--- src/rtl/core/dq_pkg.sv ---
// Shared operation codes, status codes and field types for the deque.
package dq_pkg;

    localparam int MODE_W   = 3;
    localparam int STATUS_W = 2;
    localparam int ID_W     = 32;
    localparam int VALUE_W  = 32;

    typedef logic [MODE_W-1:0]          dq_mode_t;
    typedef logic [STATUS_W-1:0]        dq_status_t;
    typedef logic [ID_W-1:0]            dq_id_t;
    typedef logic signed [VALUE_W-1:0]  dq_value_t;

    // operation codes
    localparam dq_mode_t MODE_PUSH_FRONT = 3'd0;
    localparam dq_mode_t MODE_PUSH_BACK  = 3'd1;
    localparam dq_mode_t MODE_POP_FRONT  = 3'd2;
    localparam dq_mode_t MODE_POP_BACK   = 3'd3;
    localparam dq_mode_t MODE_PEEK_FRONT = 3'd4;
    localparam dq_mode_t MODE_PEEK_BACK  = 3'd5;

    // result status codes
    localparam dq_status_t STATUS_OK    = 2'd0;
    localparam dq_status_t STATUS_EMPTY = 2'd1;
    localparam dq_status_t STATUS_FULL  = 2'd2;

endpackage

--- src/rtl/core/dq_chan_if.sv ---
// Valid/ready channel interfaces for deque requests and responses.
interface dq_req_if;
    logic             valid;
    logic             ready;
    dq_pkg::dq_mode_t  mode;
    dq_pkg::dq_value_t payload;

    modport source (output valid, output mode, output payload, input ready);
    modport sink   (input valid, input mode, input payload, output ready);
endinterface

interface dq_rsp_if #(
    parameter int OCC_W = 5
);
    logic               valid;
    logic               ready;
    dq_pkg::dq_status_t status;
    dq_pkg::dq_id_t     entry_id;
    dq_pkg::dq_value_t  entry_value;
    logic [OCC_W-1:0]   occupancy;

    modport source (output valid, output status, output entry_id, output entry_value,
                    output occupancy, input ready);
    modport sink   (input valid, input status, input entry_id, input entry_value,
                    input occupancy, output ready);
endinterface

--- src/rtl/core/double_ended_queue_top.sv ---
// Bounded double-ended queue held in a ring of DEPTH entries in block memory.
//
// Channels: req carries one operation per item (mode, payload); rsp returns
// exactly one result item per request (status, entry_id, entry_value,
// occupancy after the operation). Each stored push takes the next id from
// a 32-bit counter that starts at 1 and wraps.
// Result path: a push, a rejected operation or an unused mode is loaded
// into the output register at the edge that accepts it. A pop or peek of a
// held entry first goes through the registered memory read: the entry goes
// into the read-data register, then into the output register.
// Throughput: pushes and error results run at 1 item per cycle while rsp
// is taken; after a pop or peek is accepted, req stays not ready until its
// read data from the synchronous read port of the entry memory has reached
// the output register.
// Reset: front pointer, count and id counter clear; the entry memory is not
// cleared, since only held entries are ever read.
// Stall: when rsp is not taken, the result holds in the output register and
// req stays not ready until that register is taken or freed in the same cycle.
module double_ended_queue_top #(
    parameter int DEPTH = 16
) (
    input  logic clk,
    input  logic rst_n,
    dq_req_if.sink   req,
    dq_rsp_if.source rsp
);

    localparam int IDX_W = (DEPTH > 1) ? $clog2(DEPTH) : 1;
    localparam int CNT_W = $clog2(DEPTH + 1);
    localparam int SUM_W = IDX_W + 2;

    localparam logic ST_IDLE = 1'b0;
    localparam logic ST_READ = 1'b1;

    // control state
    logic                state_reg, state_next;
    logic [IDX_W-1:0]    front_reg, front_next;
    logic [CNT_W-1:0]    count_reg, count_next;
    dq_pkg::dq_id_t      last_id_reg, last_id_next;

    // output register
    logic                out_valid_reg, out_valid_next;
    dq_pkg::dq_status_t  out_status_reg, out_status_next;
    dq_pkg::dq_id_t      out_id_reg, out_id_next;
    dq_pkg::dq_value_t   out_value_reg, out_value_next;
    logic [CNT_W-1:0]    out_occ_reg, out_occ_next;

    // entry memory and its registered read data
    dq_pkg::dq_value_t   value_mem [DEPTH];
    dq_pkg::dq_id_t      id_mem [DEPTH];
    dq_pkg::dq_value_t   rd_value_reg;
    dq_pkg::dq_id_t      rd_id_reg;

    logic                accept;
    logic                out_free;
    logic                is_full;
    logic                is_empty;
    logic [IDX_W-1:0]    front_dec;
    logic [IDX_W-1:0]    front_inc;
    logic [SUM_W-1:0]    tail_sum;
    logic [IDX_W-1:0]    tail_slot;
    logic [IDX_W-1:0]    back_slot;
    logic                wr_en;
    logic [IDX_W-1:0]    wr_slot;
    dq_pkg::dq_id_t      wr_id;
    logic                rd_en;
    logic [IDX_W-1:0]    rd_slot;

    // handshake
    assign out_free   = !out_valid_reg || rsp.ready;
    assign req.ready  = (state_reg == ST_IDLE) && out_free;
    assign accept     = req.valid && req.ready;

    assign rsp.valid       = out_valid_reg;
    assign rsp.status      = out_status_reg;
    assign rsp.entry_id    = out_id_reg;
    assign rsp.entry_value = out_value_reg;
    assign rsp.occupancy   = out_occ_reg;

    // ring slot arithmetic and next push id
    assign is_full   = (count_reg == CNT_W'(DEPTH));
    assign is_empty  = (count_reg == '0);
    assign front_dec = (front_reg == '0) ? IDX_W'(DEPTH - 1) : front_reg - 1'b1;
    assign front_inc = (front_reg == IDX_W'(DEPTH - 1)) ? '0 : front_reg + 1'b1;
    assign tail_sum  = SUM_W'(front_reg) + SUM_W'(count_reg);
    assign tail_slot = (tail_sum >= SUM_W'(DEPTH)) ? IDX_W'(tail_sum - SUM_W'(DEPTH))
                                                   : IDX_W'(tail_sum);
    assign back_slot = (tail_slot == '0) ? IDX_W'(DEPTH - 1) : tail_slot - 1'b1;
    assign wr_id     = last_id_reg + 1'b1;

    // operation decode and next state
    always_comb
    begin
        state_next      = state_reg;
        front_next      = front_reg;
        count_next      = count_reg;
        last_id_next    = last_id_reg;
        out_valid_next  = out_valid_reg && !rsp.ready;
        out_status_next = out_status_reg;
        out_id_next     = out_id_reg;
        out_value_next  = out_value_reg;
        out_occ_next    = out_occ_reg;
        wr_en           = 1'b0;
        wr_slot         = tail_slot;
        rd_en           = 1'b0;
        rd_slot         = front_reg;

        if (state_reg == ST_READ)
        begin
            // read data is back: present the held entry
            state_next      = ST_IDLE;
            out_valid_next  = 1'b1;
            out_status_next = dq_pkg::STATUS_OK;
            out_id_next     = rd_id_reg;
            out_value_next  = rd_value_reg;
            out_occ_next    = count_reg;
        end
        else if (accept)
        begin
            out_valid_next  = 1'b1;
            out_status_next = dq_pkg::STATUS_OK;
            out_id_next     = '0;
            out_value_next  = '0;
            out_occ_next    = count_reg;
            case (req.mode)
                dq_pkg::MODE_PUSH_FRONT,
                dq_pkg::MODE_PUSH_BACK:
                begin
                    if (is_full)
                    begin
                        out_status_next = dq_pkg::STATUS_FULL;
                    end
                    else
                    begin
                        wr_en        = 1'b1;
                        wr_slot      = (req.mode == dq_pkg::MODE_PUSH_FRONT) ? front_dec
                                                                             : tail_slot;
                        if (req.mode == dq_pkg::MODE_PUSH_FRONT)
                        begin
                            front_next = front_dec;
                        end
                        last_id_next   = wr_id;
                        count_next     = count_reg + 1'b1;
                        out_id_next    = wr_id;
                        out_value_next = req.payload;
                        out_occ_next   = count_reg + 1'b1;
                    end
                end
                dq_pkg::MODE_POP_FRONT,
                dq_pkg::MODE_POP_BACK,
                dq_pkg::MODE_PEEK_FRONT,
                dq_pkg::MODE_PEEK_BACK:
                begin
                    if (is_empty)
                    begin
                        out_status_next = dq_pkg::STATUS_EMPTY;
                    end
                    else
                    begin
                        // result waits for the registered memory read
                        out_valid_next = 1'b0;
                        state_next     = ST_READ;
                        rd_en          = 1'b1;
                        rd_slot        = (req.mode == dq_pkg::MODE_POP_FRONT ||
                                          req.mode == dq_pkg::MODE_PEEK_FRONT) ? front_reg
                                                                               : back_slot;
                        if (req.mode == dq_pkg::MODE_POP_FRONT)
                        begin
                            front_next = front_inc;
                            count_next = count_reg - 1'b1;
                        end
                        else if (req.mode == dq_pkg::MODE_POP_BACK)
                        begin
                            count_next = count_reg - 1'b1;
                        end
                    end
                end
                default:
                begin
                    // unused modes: no operation, zero result
                end
            endcase
        end
    end

    // control and output registers
    always_ff @(posedge clk or negedge rst_n)
    begin
        if (!rst_n)
        begin
            state_reg     <= ST_IDLE;
            front_reg     <= '0;
            count_reg     <= '0;
            last_id_reg   <= '0;
            out_valid_reg <= 1'b0;
        end
        else
        begin
            state_reg     <= state_next;
            front_reg     <= front_next;
            count_reg     <= count_next;
            last_id_reg   <= last_id_next;
            out_valid_reg <= out_valid_next;
        end
    end

    always_ff @(posedge clk)
    begin
        out_status_reg <= out_status_next;
        out_id_reg     <= out_id_next;
        out_value_reg  <= out_value_next;
        out_occ_reg    <= out_occ_next;
    end

    // entry memory: one write port, one registered read port
    always_ff @(posedge clk)
    begin
        if (wr_en)
        begin
            value_mem[wr_slot] <= req.payload;
            id_mem[wr_slot]    <= wr_id;
        end
        if (rd_en)
        begin
            rd_value_reg <= value_mem[rd_slot];
            rd_id_reg    <= id_mem[rd_slot];
        end
    end

endmodule

--- src/flat_wrapper.sv ---
// flat-port wrapper written by rule: the top's interface ports become plain ports
module double_ended_queue_top_flat 
#(
    parameter int DEPTH = 16
)
  (clk, rst_n, req_valid, req_mode, req_payload, req_ready, rsp_valid, rsp_status, rsp_entry_id, rsp_entry_value, rsp_occupancy, rsp_ready);
  dq_req_if req_i ();
  dq_rsp_if rsp_i ();
  input  logic clk;
  input  logic rst_n;
  input wire logic [$bits(req_i.valid)-1:0] req_valid;
  input wire logic [$bits(req_i.mode)-1:0] req_mode;
  input wire logic [$bits(req_i.payload)-1:0] req_payload;
  output wire logic [$bits(req_i.ready)-1:0] req_ready;
  output wire logic [$bits(rsp_i.valid)-1:0] rsp_valid;
  output wire logic [$bits(rsp_i.status)-1:0] rsp_status;
  output wire logic [$bits(rsp_i.entry_id)-1:0] rsp_entry_id;
  output wire logic [$bits(rsp_i.entry_value)-1:0] rsp_entry_value;
  output wire logic [$bits(rsp_i.occupancy)-1:0] rsp_occupancy;
  input wire logic [$bits(rsp_i.ready)-1:0] rsp_ready;
  assign req_i.valid = req_valid;
  assign req_i.mode = req_mode;
  assign req_i.payload = req_payload;
  assign req_ready = req_i.ready;
  assign rsp_valid = rsp_i.valid;
  assign rsp_status = rsp_i.status;
  assign rsp_entry_id = rsp_i.entry_id;
  assign rsp_entry_value = rsp_i.entry_value;
  assign rsp_occupancy = rsp_i.occupancy;
  assign rsp_i.ready = rsp_ready;
  double_ended_queue_top #(.DEPTH(DEPTH)) u_core (.clk(clk), .rst_n(rst_n), .req(req_i), .rsp(rsp_i));
endmodule
--- config.mk ---
export PLATFORM = sky130hd
export DESIGN_NAME = double_ended_queue_top_flat
export DESIGN_NICKNAME = d
export VERILOG_FILES = /design/src/rtl/core/dq_pkg.sv /design/src/rtl/core/dq_chan_if.sv /design/src/rtl/core/double_ended_queue_top.sv /design/src/flat_wrapper.sv
export SDC_FILE = /design/constraint.sdc
export NUM_CORES = 1
export LEC_CHECK = 0
export BUFFER_PORTS_ARGS = -buffer_cell sky130_fd_sc_hd__buf_4
export CORE_MARGIN = 8
export CORE_UTILIZATION = 43
export CTS_BUF_LIST = sky130_fd_sc_hd__clkbuf_16
export CTS_CLUSTER_DIAMETER = 40
export DETAILED_ROUTE_END_ITERATION = 8
export GPL_TIMING_DRIVEN = 0
export PLACE_DENSITY = 0.65
export SLEW_MARGIN = 40
export SYNTH_ARGS = -nofsm -noshare
export SYNTH_HDL_FRONTEND = slang
export SYNTH_SLANG_ARGS = --single-unit
export TNS_END_PERCENT = 5
--- constraint.sdc ---
create_clock -name clk -period 7.1 [get_ports clk]
set_clock_uncertainty 0.1 [all_clocks]
set_input_delay 0.71 -clock clk [delete_from_list [all_inputs] [get_ports clk]]
set_output_delay 0.71 -clock clk [all_outputs]
set_load 0.02 [all_outputs]
# Yosys cells after proc, flatten, opt, wreduce, memory -nomap -nowiden
# Memory sizes are Yosys's and may differ from the RTL's. A register that Yosys moved wholly into a read port is not among the register bits.
# Cells that the tools add are included.
# op_classes
addsub,8
eq_ne,12
magnitude_cmp,1
n_reduce_logical,18
muxes,52
bitwise,2
# op_table
op,count
$mux W32,8
$mux W4,18
$mux W5,7
$add A32 B1 Y32 const B,1
$mux W1,15
$sub A4 B1 Y4 const B,3
$pmux W5 S2,1
$logic_not A4 Y1,2
$pmux W4 S2,1
$reduce_and A7 Y1,1
$add A4 B5 Y6,1
$eq A3 B2 Y1 const B,2
$eq A3 B3 Y1 const B,2
$ge A6 B5 Y1 const B,1
$add A5 B1 Y5 const B,1
$eq A5 B5 Y1 const B,1
$logic_not A5 Y1,1
$reduce_and A5 Y1,1
$sub A5 B1 Y5 const B,1
$add A4 B1 Y4 const B,1
$eq A4 B4 Y1 const B,1
$ne A2 B1 Y1 const B,2
$ne A2 B2 Y1 const B,2
$pmux W2 S2,1
other kinds (12),18
# word_totals
out_inout_bits,73
elab_cells,104
memories,2
ram_bits,1024
reg_bits,114
input_bits,39
# mem_list
name,depth,word_bits,read_ports,rd_ports_with_merged_regs,write_ports,line_no,rtl
u_core.id_mem,16,32,1,1,1,double_ended_queue_top.sv:50,dq_pkg::dq_id_t id_mem [DEPTH];
u_core.value_mem,16,32,1,1,1,double_ended_queue_top.sv:49,dq_pkg::dq_value_t value_mem [DEPTH];

# Longest topological paths before layout
# Gate-level depths: netlist (run 1).
# depth
depth_word,10
mapped_depth,14

# Least setup slack after synthesis (run 1)
# OpenSTA, ideal clock, no wires.
# synth_path
path_type,input -> register
startpoint,input port req_valid
endpoint,memory u_core.id_mem[12][0] (netlist name) (enable)
arrival_time_ns,4.996
path_buffers,0
t_required_ns,6.514
cell_stages,7
slack_ns,1.518
cell_sequence,nor2b_1 > nand3_1 > nor3_1 > a21oi_1 > a2111oi_0 > nand2_1 > nor2_1
# synth_between
elab_chain_len,5
word_cells_on_any_way,7
cone_classes,mux (6); reduce/logical (1)
# synth_rtl
element,line_no,rtl
"start, declared",flat_wrapper.sv:11,input wire logic [$bits(req_i.valid)-1:0] req_valid;
$logic_and A1 B1 Y1 *,double_ended_queue_top.sv:72,assign accept = req.valid && req.ready;
$mux W1,double_ended_queue_top.sv:118,else if (accept)
$mux W1,double_ended_queue_top.sv:108,if (state_reg == ST_READ)
$mux W1,double_ended_queue_top.sv:218,if (wr_en)
$mux W1 (not written as such),double_ended_queue_top.sv:221,id_mem[wr_slot] <= wr_id;
"end, declared",double_ended_queue_top.sv:50,
# Every way passes the cells marked *; elsewhere a longest branch is shown, timed or not.

# Worst setup path in the final report (run 1)
# layout_path
startpoint,register u_core.count_reg[0]
endpoint,"register u_core.rd_id_reg[16], read port of u_core.id_mem (data pin)"
# layout_between
elab_chain_len,10
word_cells_on_any_way,17
cone_classes,add/sub (3); order compare (1); mux (11); reduce/logical (2)
# layout_rtl
element,line_no,rtl
"start, declared",double_ended_queue_top.sv:38,"logic [CNT_W-1:0] count_reg, count_next;"
"start signal, assigned",double_ended_queue_top.sv:201,count_reg <= count_next;
$add A4 B5 Y6,double_ended_queue_top.sv:85,assign tail_sum = SUM_W'(front_reg) + SUM_W'(count_reg);
$ge A6 B5 Y1 or $sub A4 B1 Y4 (tied branches),double_ended_queue_top.sv:86,assign tail_slot = (tail_sum >= SUM_W'(DEPTH)) ? IDX_W'(tail_sum - SUM_W'(DEPTH))
$mux W4,double_ended_queue_top.sv:86,
$sub A4 B1 Y4 or $logic_not A4 Y1 (tied branches),double_ended_queue_top.sv:88,assign back_slot = (tail_slot == '0) ? IDX_W'(DEPTH - 1) : tail_slot - 1'b1;
$mux W4,double_ended_queue_top.sv:88,
$mux W4,double_ended_queue_top.sv:165,req.mode == dq_pkg::MODE_PEEK_FRONT) ? front_reg
$mux W4,double_ended_queue_top.sv:154,if (is_empty)
$mux W4,double_ended_queue_top.sv:125,case (req.mode)
$mux W4,double_ended_queue_top.sv:118,
$mux W4,double_ended_queue_top.sv:108,
"end, declared",double_ended_queue_top.sv:52,dq_pkg::dq_id_t rd_id_reg;
# Parallel ways exist; a longest one is shown, timed or not.
# A chain may end at the register's enable or synchronous reset.

==> qor.log, run 1 <==
INFO  run_status     status=completed
INFO  route          initialDrtViolationCount=3,322
INFO  worst_setup_path worstRegToRegCells=12
INFO  worst_hold_path hold_path_class=input pin to flip-flop
INFO  clock_network  cts_root_buf=sky130_fd_sc_hd__clkbuf_16
INFO  synth          number_of_synthesized_register_bits=1,202
INFO  worst_setup_path critical_path_cell_count=12
INFO  floorplanning  dieHeight=346.7microns
INFO  global_routing grt_overflow=0
INFO  route          drt-vias-per-instance=5.842
INFO  global_routing antenna_violations_before_repair=4
INFO  global_routing pin_count_of_the_biggest_net_entering_global_routing=44
INFO  placement      detailedPlacementHpwl=84,270microns
INFO  power          leak=19.52nW
INFO  synth          synth_warn=0
INFO  clock_network  clock_sink_count=1,202
INFO  synth          sequential_cell_area_fraction_in_the_yosys_report=76.26%
INFO  worst_setup_path rrSetupSlack=2240ps
INFO  placement      io_buffer_count=110
INFO  synth          synth_top_area_share=73.89%
INFO  clock_network  clkLatencyLatePin=740ps
INFO  layout         final_nets=3,623
INFO  floorplanning  core_area=108,700squm
INFO  global_routing gr-usage-all-layers=20.85%
INFO  layout         layout_commonest_cell=sky130_fd_sc_hd__edfxtp_1
INFO  placement      pre_cts_ws=2167ps
INFO  route          postRouteAntennaNets=0
INFO  route          wl=128,800microns
INFO  floorplanning  ioPinCount=112
INFO  route          drt_drc_violations_left=0
INFO  worst_setup_path crit_fanout=10
INFO  synth          synthesis.area_per_instance=14.53squm
INFO  synth          netlist-cell-type-count=46
INFO  timing         timing.setup.tns=0ps
INFO  route          routed-wl-met2=63,290microns
INFO  worst_setup_path critPathArrivalTime=5220ps
INFO  placement      dpl.cell_count=4,839
INFO  floorplanning  initial_core_utilization=43.26%
INFO  timing         worst_slew_margin=38.82%
INFO  worst_setup_path crit_start=u_core.count_reg[0]$_DFFE_PN0P_
INFO  route          route.layer.met1.wl=51,600microns
INFO  route          wl_per_cell=25.22microns
INFO  timing         share_of_the_cycle_needed_by_the_critical_path_after_routing=68.47%
INFO  global_routing grt_pass1_wl=191,500microns
INFO  clock_network  cts.clk_slew.worst_paths=60ps
INFO  clock_network  clock_path_buffers=3
INFO  worst_setup_path crit_required=7460ps
INFO  worst_setup_path timing.critical_path.to=u_core.rd_id_reg[16]$_DFFE_PP_
INFO  route          met3RoutedLength=10,080microns
INFO  timing         worst_slew_pin_slew=909.9ps
INFO  worst_setup_path worstSetupEndpointType=flip-flop
INFO  power          pwr_density_cell=438.7nW/um^2
INFO  layout         layoutNonFillerInstCount=5,108
INFO  worst_setup_path critical_path.max_stage_delay=810ps
INFO  worst_setup_path path_cells=inv_1, ha_1, nor4b_1, or2_1, o31ai_1, nand2_1, clkbuf_1, clkbuf_1, a21oi_1, a22o_1, o22ai_1, a221o_1
INFO  floorplanning  fp.dieArea=120,200squm
INFO  worst_setup_path timing.rr.start=u_core.count_reg[0]$_DFFE_PN0P_
INFO  worst_setup_path crit_path_frequent_cell=sky130_fd_sc_hd__clkbuf_1
INFO  timing         achievable-frequency=205.7MHz
INFO  route          dr.max_layer_used=met4
INFO  layout         largest_regs=u_core.id_mem: 512 flops, u_core.value_mem: 512 flops
INFO  synth          postSynth.asyncResetShare=3.577%
INFO  global_routing first_global_vias=29,650
INFO  clock_network  clock_tree_from_tritoncts=yes
INFO  worst_setup_path crit_type=flip-flop to flip-flop
INFO  worst_hold_path launch_point_of_the_worst_hold_path=req_valid
INFO  synth          postSynthCellCount=3,237
INFO  synth          net_count_synth=3,288
INFO  route          first_pass_iters=6
INFO  clock_network  number_of_gates_resized_after_cts=0
INFO  route          via_count=29,840
INFO  power          ir_drop=0.0002931V
INFO  timing         finalWorstSetupSlack=2239ps
INFO  synth          netlist_area=47,020squm
INFO  timing         maxSlewViolCount=0
INFO  worst_setup_path crit_path_top_delay_cell=sky130_fd_sc_hd__o31ai_1
INFO  run            maxCapViolations=0
INFO  placement      global_placement_routability_congestion=0.8133
INFO  timing         finalSetupViolations=0
INFO  layout         area.growth.synth_to_final=20.45%
INFO  timing         period_minus_slack=4861ps
INFO  synth          synth_enable_flop_cells=1,157
INFO  timing         timing_hold_violations_final=0
INFO  layout         layout-drive-gt1-share=14.66%
INFO  worst_setup_path path_buf_inv=3
INFO  clock_network  maximum_level_of_the_cts_h_tree=4
INFO  worst_setup_path crit-reg2reg-capture=u_core.rd_id_reg[16]$_DFFE_PP_
INFO  worst_setup_path setup.worst_path.start_class=flip-flop
INFO  timing         worst_hold_slack=101.9ps
INFO  synth          yosys-top-cells-area=sky130_fd_sc_hd__edfxtp_1 74%, sky130_fd_sc_hd__a21oi_1 5.5%, sky130_fd_sc_hd__nand2_1 4.6%
INFO  floorplanning  rows=121
INFO  timing         rsz0062_at_grt=no
INFO  worst_setup_path worst_path_dominant_cell_family=compound AO/OA/AOI/OAI gates
INFO  layout         most_frequent_cells_in_the_layout=1,157 x sky130_fd_sc_hd__edfxtp_1, 570 x sky130_fd_sc_hd__nand2_1, 517 x sky130_fd_sc_hd__a21oi_1
INFO  clock_network  tritoncts.num_buffers=144
INFO  layout         final.fill_count=8,750
INFO  synth          ys.flop_type=sky130_fd_sc_hd__edfxtp_1
INFO  layout         postLayoutCoreUtil=52.10%
INFO  synth          cell_taking_the_most_area_after_synthesis=sky130_fd_sc_hd__edfxtp_1
INFO  floorplanning  die_width=346.7microns
==> Yosys cell counts, types with 11 or more instances <==
cell type / instances
sky130_fd_sc_hd__buf_1: 27
sky130_fd_sc_hd__clkbuf_1: 143
sky130_fd_sc_hd__a221o_1: 63
sky130_fd_sc_hd__buf_2: 53
sky130_fd_sc_hd__inv_1: 12
sky130_fd_sc_hd__xor2_1: 33
sky130_fd_sc_hd__o22ai_1: 64
sky130_fd_sc_hd__nand2_1: 572
sky130_fd_sc_hd__o21ai_0: 15
sky130_fd_sc_hd__a22oi_1: 129
sky130_fd_sc_hd__nand3_1: 25
sky130_fd_sc_hd__nor2_1: 57
sky130_fd_sc_hd__xnor2_1: 40
sky130_fd_sc_hd__nand4_1: 11
sky130_fd_sc_hd__dfrtp_1: 43
sky130_fd_sc_hd__a22o_1: 192
sky130_fd_sc_hd__edfxtp_1: 1157
sky130_fd_sc_hd__a21oi_1: 517
sky130_fd_sc_hd__ha_1: 11
==> worst min-delay path, delay by kind of cell <==
kind | cells | cell delay [ps]
AND/OR/NAND/NOR | 2 | 100
buffers and inverters | 1 | 80
==> area by class of cell <==
type | instances | area (sq um) | area share (%)
Antenna cell | 3 | 7.507 | 0.01325
Buffer | 225 | 929.6 | 1.641
Clock buffer | 149 | 3729 | 6.583
Clock inverter | 116 | 1224 | 2.161
Inverter | 12 | 45.04 | 0.07953
Multi-Input combinational cell | 1798 | 10740 | 18.96
Sequential cell | 1202 | 35860 | 63.31
Tap cell | 1414 | 1769 | 3.124
Timing Repair Buffer | 189 | 2335 | 4.122
==> metal layers <==
layer,vias up,GRT usage [%]
li1,13170,-
met2,1348,34.66
met3,239,3.628
met4,0,7.336
met5,-,0
met1,15090,27.69
==> worst min path at each step <==
| stage | to | cells after the start |
|---|---|---|
| finish | u_core.rsp.valid$_DFF_PN0_ | 3 |
| global route | u_core.rsp.valid$_DFF_PN0_ | 3 |
| CTS | u_core.rsp.valid$_DFF_PN0_ | 3 |
| detailed placement | u_core.rsp.status[1]$_SDFFE_PP0P_ | 2 |
| global placement | u_core.rsp.status[1]$_SDFFE_PP0P_ | 2 |
| floorplan | u_core.count_reg[0]$_DFFE_PN0P_ | 0 |
==> power breakdown <==
part	internal [mW]	switching, mW	leakage [nW]
logic	2.84	5.84	5.82
clock network	4.50	2.99	2.45
registers	8.53	0.152	11.2
total	15.9	8.98	19.5
==> per-stage QoR <==
step,cell area (sq um),power [mW]
5_1_grt,56630,25.86
3_5_place_dp,51530,17.38
4_1_cts,56490,24.88
6_report,56640,24.85
3_3_place_gp,49620,16.94
2_1_floorplan,47020,13.94
==> repair_timing <==
| item | 4_1_cts | 5_1_grt |
|---|---|---|
| endpoints found under the setup margin | 0 | 0 |
| hold endpoints to repair | 43 | 0 |
| buffers inserted | 0 | 0 |
| hold buffers | 1 | 0 |
==> logic make-up after synthesis <==
logic type	Yosys count	synth area share [%]
compound gates	998	13.79
buf+inv	237	2.049
fa+ha+maj	12	0.3353
xor+xnor	73	1.360
simple gates	704	5.963
mux	11	0.2475
flops	1202	76.26
No activity file was read; power rests on OpenSTA's default activity.
==> inputs of run 2 (changes only) <==
Settings changed: ABC_AREA set to 1.
Clock period 7.1 ns to 4.75 ns, I/O delays scaled along.
==> qor.log, run 2 <==
INFO  run_status     status=completed
INFO  synth          netlist_area=52,590squm
INFO  synth          most_repeated_cell_in_the_gate_level_netlist_after_synthesis=sky130_fd_sc_hd__edfxtp_1
INFO  worst_setup_path path_cells=inv_1, ha_1, nand3_1, nand3_2, nor2_2, inv_2, o21ai_1, inv_1, nor3_4, buf_6, buf_6, buf_6
INFO  clock_network  clock_path_buffers=3
INFO  worst_setup_path critical_path.max_stage_delay=650ps
INFO  synth          cell_taking_the_most_area_after_synthesis=sky130_fd_sc_hd__edfxtp_1
INFO  synth          netlist-cell-type-count=42
INFO  timing         maxSlewViolCount=0
INFO  clock_network  number_of_gates_resized_after_cts=0
INFO  layout         multi_input_comb_area=12,320squm
INFO  power          ir_drop=0.0004238V
INFO  clock_network  cts.clk_slew.worst_paths=50ps
INFO  route          drt_drc_violations_left=0
INFO  layout         layout-drive-gt1-share=12.94%
INFO  synth          synth_enable_flop_cells=1,157
INFO  placement      placed_area=57,130squm
INFO  layout         final.fill_count=10,260
INFO  synth          net_count_synth=4,894
INFO  route          wl_per_cell=20.64microns
INFO  floorplanning  die_width=365.7microns
INFO  worst_setup_path crit-reg2reg-capture=u_core.value_mem[14][23]$_DFFE_PP_
INFO  clock_network  clock_sink_count=1,202
INFO  timing         period_minus_slack=4250ps
INFO  floorplanning  rows=128
INFO  power          leak=26.26nW
INFO  worst_setup_path crit_fanout=12
INFO  layout         largest_regs=u_core.id_mem: 512 flops, u_core.value_mem: 512 flops
INFO  route          drt-vias-per-instance=5.183
INFO  power          power=37.71mW
INFO  layout         final_nets=5,281
INFO  worst_hold_path worstHoldPathCells=6
INFO  route          first_pass_iters=6
INFO  worst_setup_path crit_path_frequent_cell=sky130_fd_sc_hd__buf_6
INFO  synth          synthTopCellsByCount=1,157 x sky130_fd_sc_hd__edfxtp_1, 1,064 x sky130_fd_sc_hd__nand3_1, 936 x sky130_fd_sc_hd__nand2_1
INFO  timing         timing_hold_violations_final=0
INFO  run            maxCapViolations=0
INFO  worst_setup_path path_buf_inv=6
INFO  floorplanning  initial_core_utilization=43.27%
INFO  clock_network  post_cts_hold_buffer_count=38
INFO  placement      detailedPlacementHpwl=99,520microns
INFO  clock_network  maximum_level_of_the_cts_h_tree=4
INFO  floorplanning  core_area=121,600squm
INFO  global_routing pin_count_of_the_biggest_net_entering_global_routing=44
INFO  timing         achievable-frequency=235.3MHz
INFO  worst_setup_path crit_type=flip-flop to flip-flop
INFO  route          postRouteAntennaNets=0
INFO  global_routing antenna_violations_before_repair=4
INFO  timing         share_of_the_cycle_needed_by_the_critical_path_after_routing=89.47%
INFO  worst_setup_path setup.worst_path.start_class=flip-flop
INFO  layout         layout_commonest_cell=sky130_fd_sc_hd__edfxtp_1
INFO  worst_hold_path worstHoldEndpoint=u_core.rsp.valid$_DFF_PN0_
INFO  route          via_count=36,190
INFO  synth          synthesis.area_per_instance=10.86squm
INFO  layout         sequential_cell_area=35,860squm
INFO  timing         worst_slew_margin=41.47%
INFO  worst_setup_path crit_required=5090ps
INFO  route          wl=144,100microns
INFO  floorplanning  ioPinCount=112
INFO  synth          postSynth.asyncResetShare=3.577%
INFO  worst_setup_path critPathArrivalTime=4590ps
INFO  layout         layout.cell_area.non_filler=62,910squm
INFO  synth          postSynthCellCount=4,843
INFO  timing         worst_slew_pin_slew=877.1ps
INFO  clock_network  clock_tree_from_tritoncts=yes
INFO  synth          synth_top_area_share=66.06%
INFO  global_routing gr-usage-all-layers=20.89%
INFO  layout         area.growth.synth_to_final=19.61%
INFO  synth          synth_warn=0
INFO  timing         rsz0062_at_grt=no
INFO  worst_setup_path worstSetupEndpointType=flip-flop
INFO  timing         finalSetupViolations=0
INFO  worst_hold_path launch_point_of_the_worst_hold_path=rsp_ready
INFO  synth          sequential_cell_area_fraction_in_the_yosys_report=68.18%
INFO  clock_network  tritoncts.num_buffers=156
INFO  clock_network  clkLatencyLatePin=760ps
INFO  worst_setup_path rrSetupSlack=500ps
INFO  worst_setup_path worstRegToRegCells=12
INFO  clock_network  cts_root_buf=sky130_fd_sc_hd__clkbuf_16
INFO  placement      io_buffer_count=111
INFO  floorplanning  fp.dieArea=133,800squm
INFO  global_routing grt_overflow=0
INFO  synth          ys.flop_type=sky130_fd_sc_hd__edfxtp_1
INFO  global_routing grt_pass1_wl=216,000microns
INFO  layout         most_frequent_cells_in_the_layout=1,157 x sky130_fd_sc_hd__edfxtp_1, 1,064 x sky130_fd_sc_hd__nand3_1, 935 x sky130_fd_sc_hd__nand2_1
INFO  layout         diodes=0
INFO  power          pwr_density_cell=599.5nW/um^2
INFO  worst_setup_path crit_path_top_delay_cell=sky130_fd_sc_hd__nor3_4
INFO  worst_setup_path worst_path_dominant_cell_family=simple AND/OR/NAND/NOR gates
INFO  worst_setup_path timing.rr.start=u_core.count_reg[1]$_DFFE_PN0P_
INFO  route          initialDrtViolationCount=3,487
INFO  synth          number_of_synthesized_register_bits=1,202
INFO  clock_network  postCtsSetupRepairBufs=0
INFO  global_routing first_global_vias=35,630
INFO  floorplanning  dieHeight=365.7microns
INFO  placement      global_placement_routability_congestion=0.8830
INFO  synth          yosys-top-cells-area=sky130_fd_sc_hd__edfxtp_1 66%, sky130_fd_sc_hd__nand3_1 10%, sky130_fd_sc_hd__nand2_1 6.7%
INFO  worst_hold_path hold_path_class=input pin to flip-flop
[run 2: changes by cell type in the layout (fill, tap and decap cells not counted), moves of 93 or more]
| cell | change |
|---|---|
| sky130_fd_sc_hd__a22o_1 | -151 |
| sky130_fd_sc_hd__clkbuf_1 | -93 |
| sky130_fd_sc_hd__nand3b_1 | +193 |
| sky130_fd_sc_hd__buf_2 | +144 |
| sky130_fd_sc_hd__inv_1 | +904 |
| sky130_fd_sc_hd__a21oi_1 | -514 |
| sky130_fd_sc_hd__nand3_1 | +1039 |
| sky130_fd_sc_hd__a22oi_1 | -129 |
| sky130_fd_sc_hd__nand2_1 | +365 |
[run 2: power breakdown]
group	total, mW	internal (mW)	switching, mW
clock network	11.9	7.27	4.63
registers	13.0	12.7	0.231
logic	12.8	3.66	9.17
total	37.7	23.7	14.0
[run 2: cell type report]
cell class	instances	area share [%]
clock inverter	125	2.077
inverter	925	5.520
tap	1625	3.232
multi-input combinational	2450	19.58
timing repair buffer	229	4.231
sequential	1202	57.01
clock buffer	160	6.365
buffer	266	1.987
[run 2: per-layer routing]
metal  vias up  global-route usage, %  part of all wire (%)
li1      17020                      -                     -
met1     17480                  27.45                    42
met2      1430                  34.15                    47
met3       266                  4.115                   7.8
met4         2                  8.237                   3.7
met5         -                      0                0.0090
[run 2: logic make-up after synthesis]
| logic type | count (synthesis) | synth area share [%] |
|---|---|---|
| AOI/OAI and AO/OA | 120 | 1.494 |
| xor gates and xnor gates | 31 | 0.5162 |
| adders and majority gates | 12 | 0.2997 |
| buffers and inverters | 1191 | 8.971 |
| DFF | 1202 | 68.18 |
| muxes | 1 | 0.01903 |
| and+or+nand+nor | 2286 | 20.52 |
[run 2: worst register-to-register path: cells and delay by family, from the launching register on]
kind | cells | cell delay [ps]
AOI/OAI and AO/OA | 1 | 580
adders and majority gates | 1 | 220
buffers and inverters | 6 | 1200
DFF | 1 | 460
and+or+nand+nor | 4 | 1370
[run 2: through the flow]
stage | hold WS, ps | std cells | setup WS, ps | util (%) | setup TNS [ps]
3_5_place_dp | 393.1 | 6658 | 570.7 | 47.00 | 0
4_1_cts | 27.64 | 6981 | 506.4 | 51.68 | 0
5_1_grt | 101.4 | 6982 | 282.6 | 51.75 | 0
2_1_floorplan | 79.41 | 4843 | -329.4 | - | -273710
6_report | 77.00 | 6982 | 500.4 | 51.75 | 0
3_3_place_gp | 386.0 | 6579 | -3136 | 45.64 | -3086690
[run 2: worst max-delay path by stage]
| stage | from | to | slack (ps) | cells past startpoint |
|---|---|---|---|---|
| after detailed placement | u_core.count_reg[1]$_DFFE_PN0P_ | u_core.value_mem[14][23]$_DFFE_PP_ | 570 | 12 |
| after global placement | u_core.count_reg[1]$_DFFE_PN0P_ | u_core.value_mem[10][20]$_DFFE_PP_ | -3140 | 9 |
| after floorplan | u_core.count_reg[1]$_DFFE_PN0P_ | u_core.id_mem[10][0]$_DFFE_PP_ | -330 | 10 |
| after global routing | u_core.count_reg[1]$_DFFE_PN0P_ | u_core.value_mem[14][23]$_DFFE_PP_ | 280 | 12 |
| final | u_core.count_reg[1]$_DFFE_PN0P_ | u_core.value_mem[14][23]$_DFFE_PP_ | 500 | 12 |
| after CTS | u_core.count_reg[1]$_DFFE_PN0P_ | u_core.value_mem[14][23]$_DFFE_PP_ | 510 | 12 |
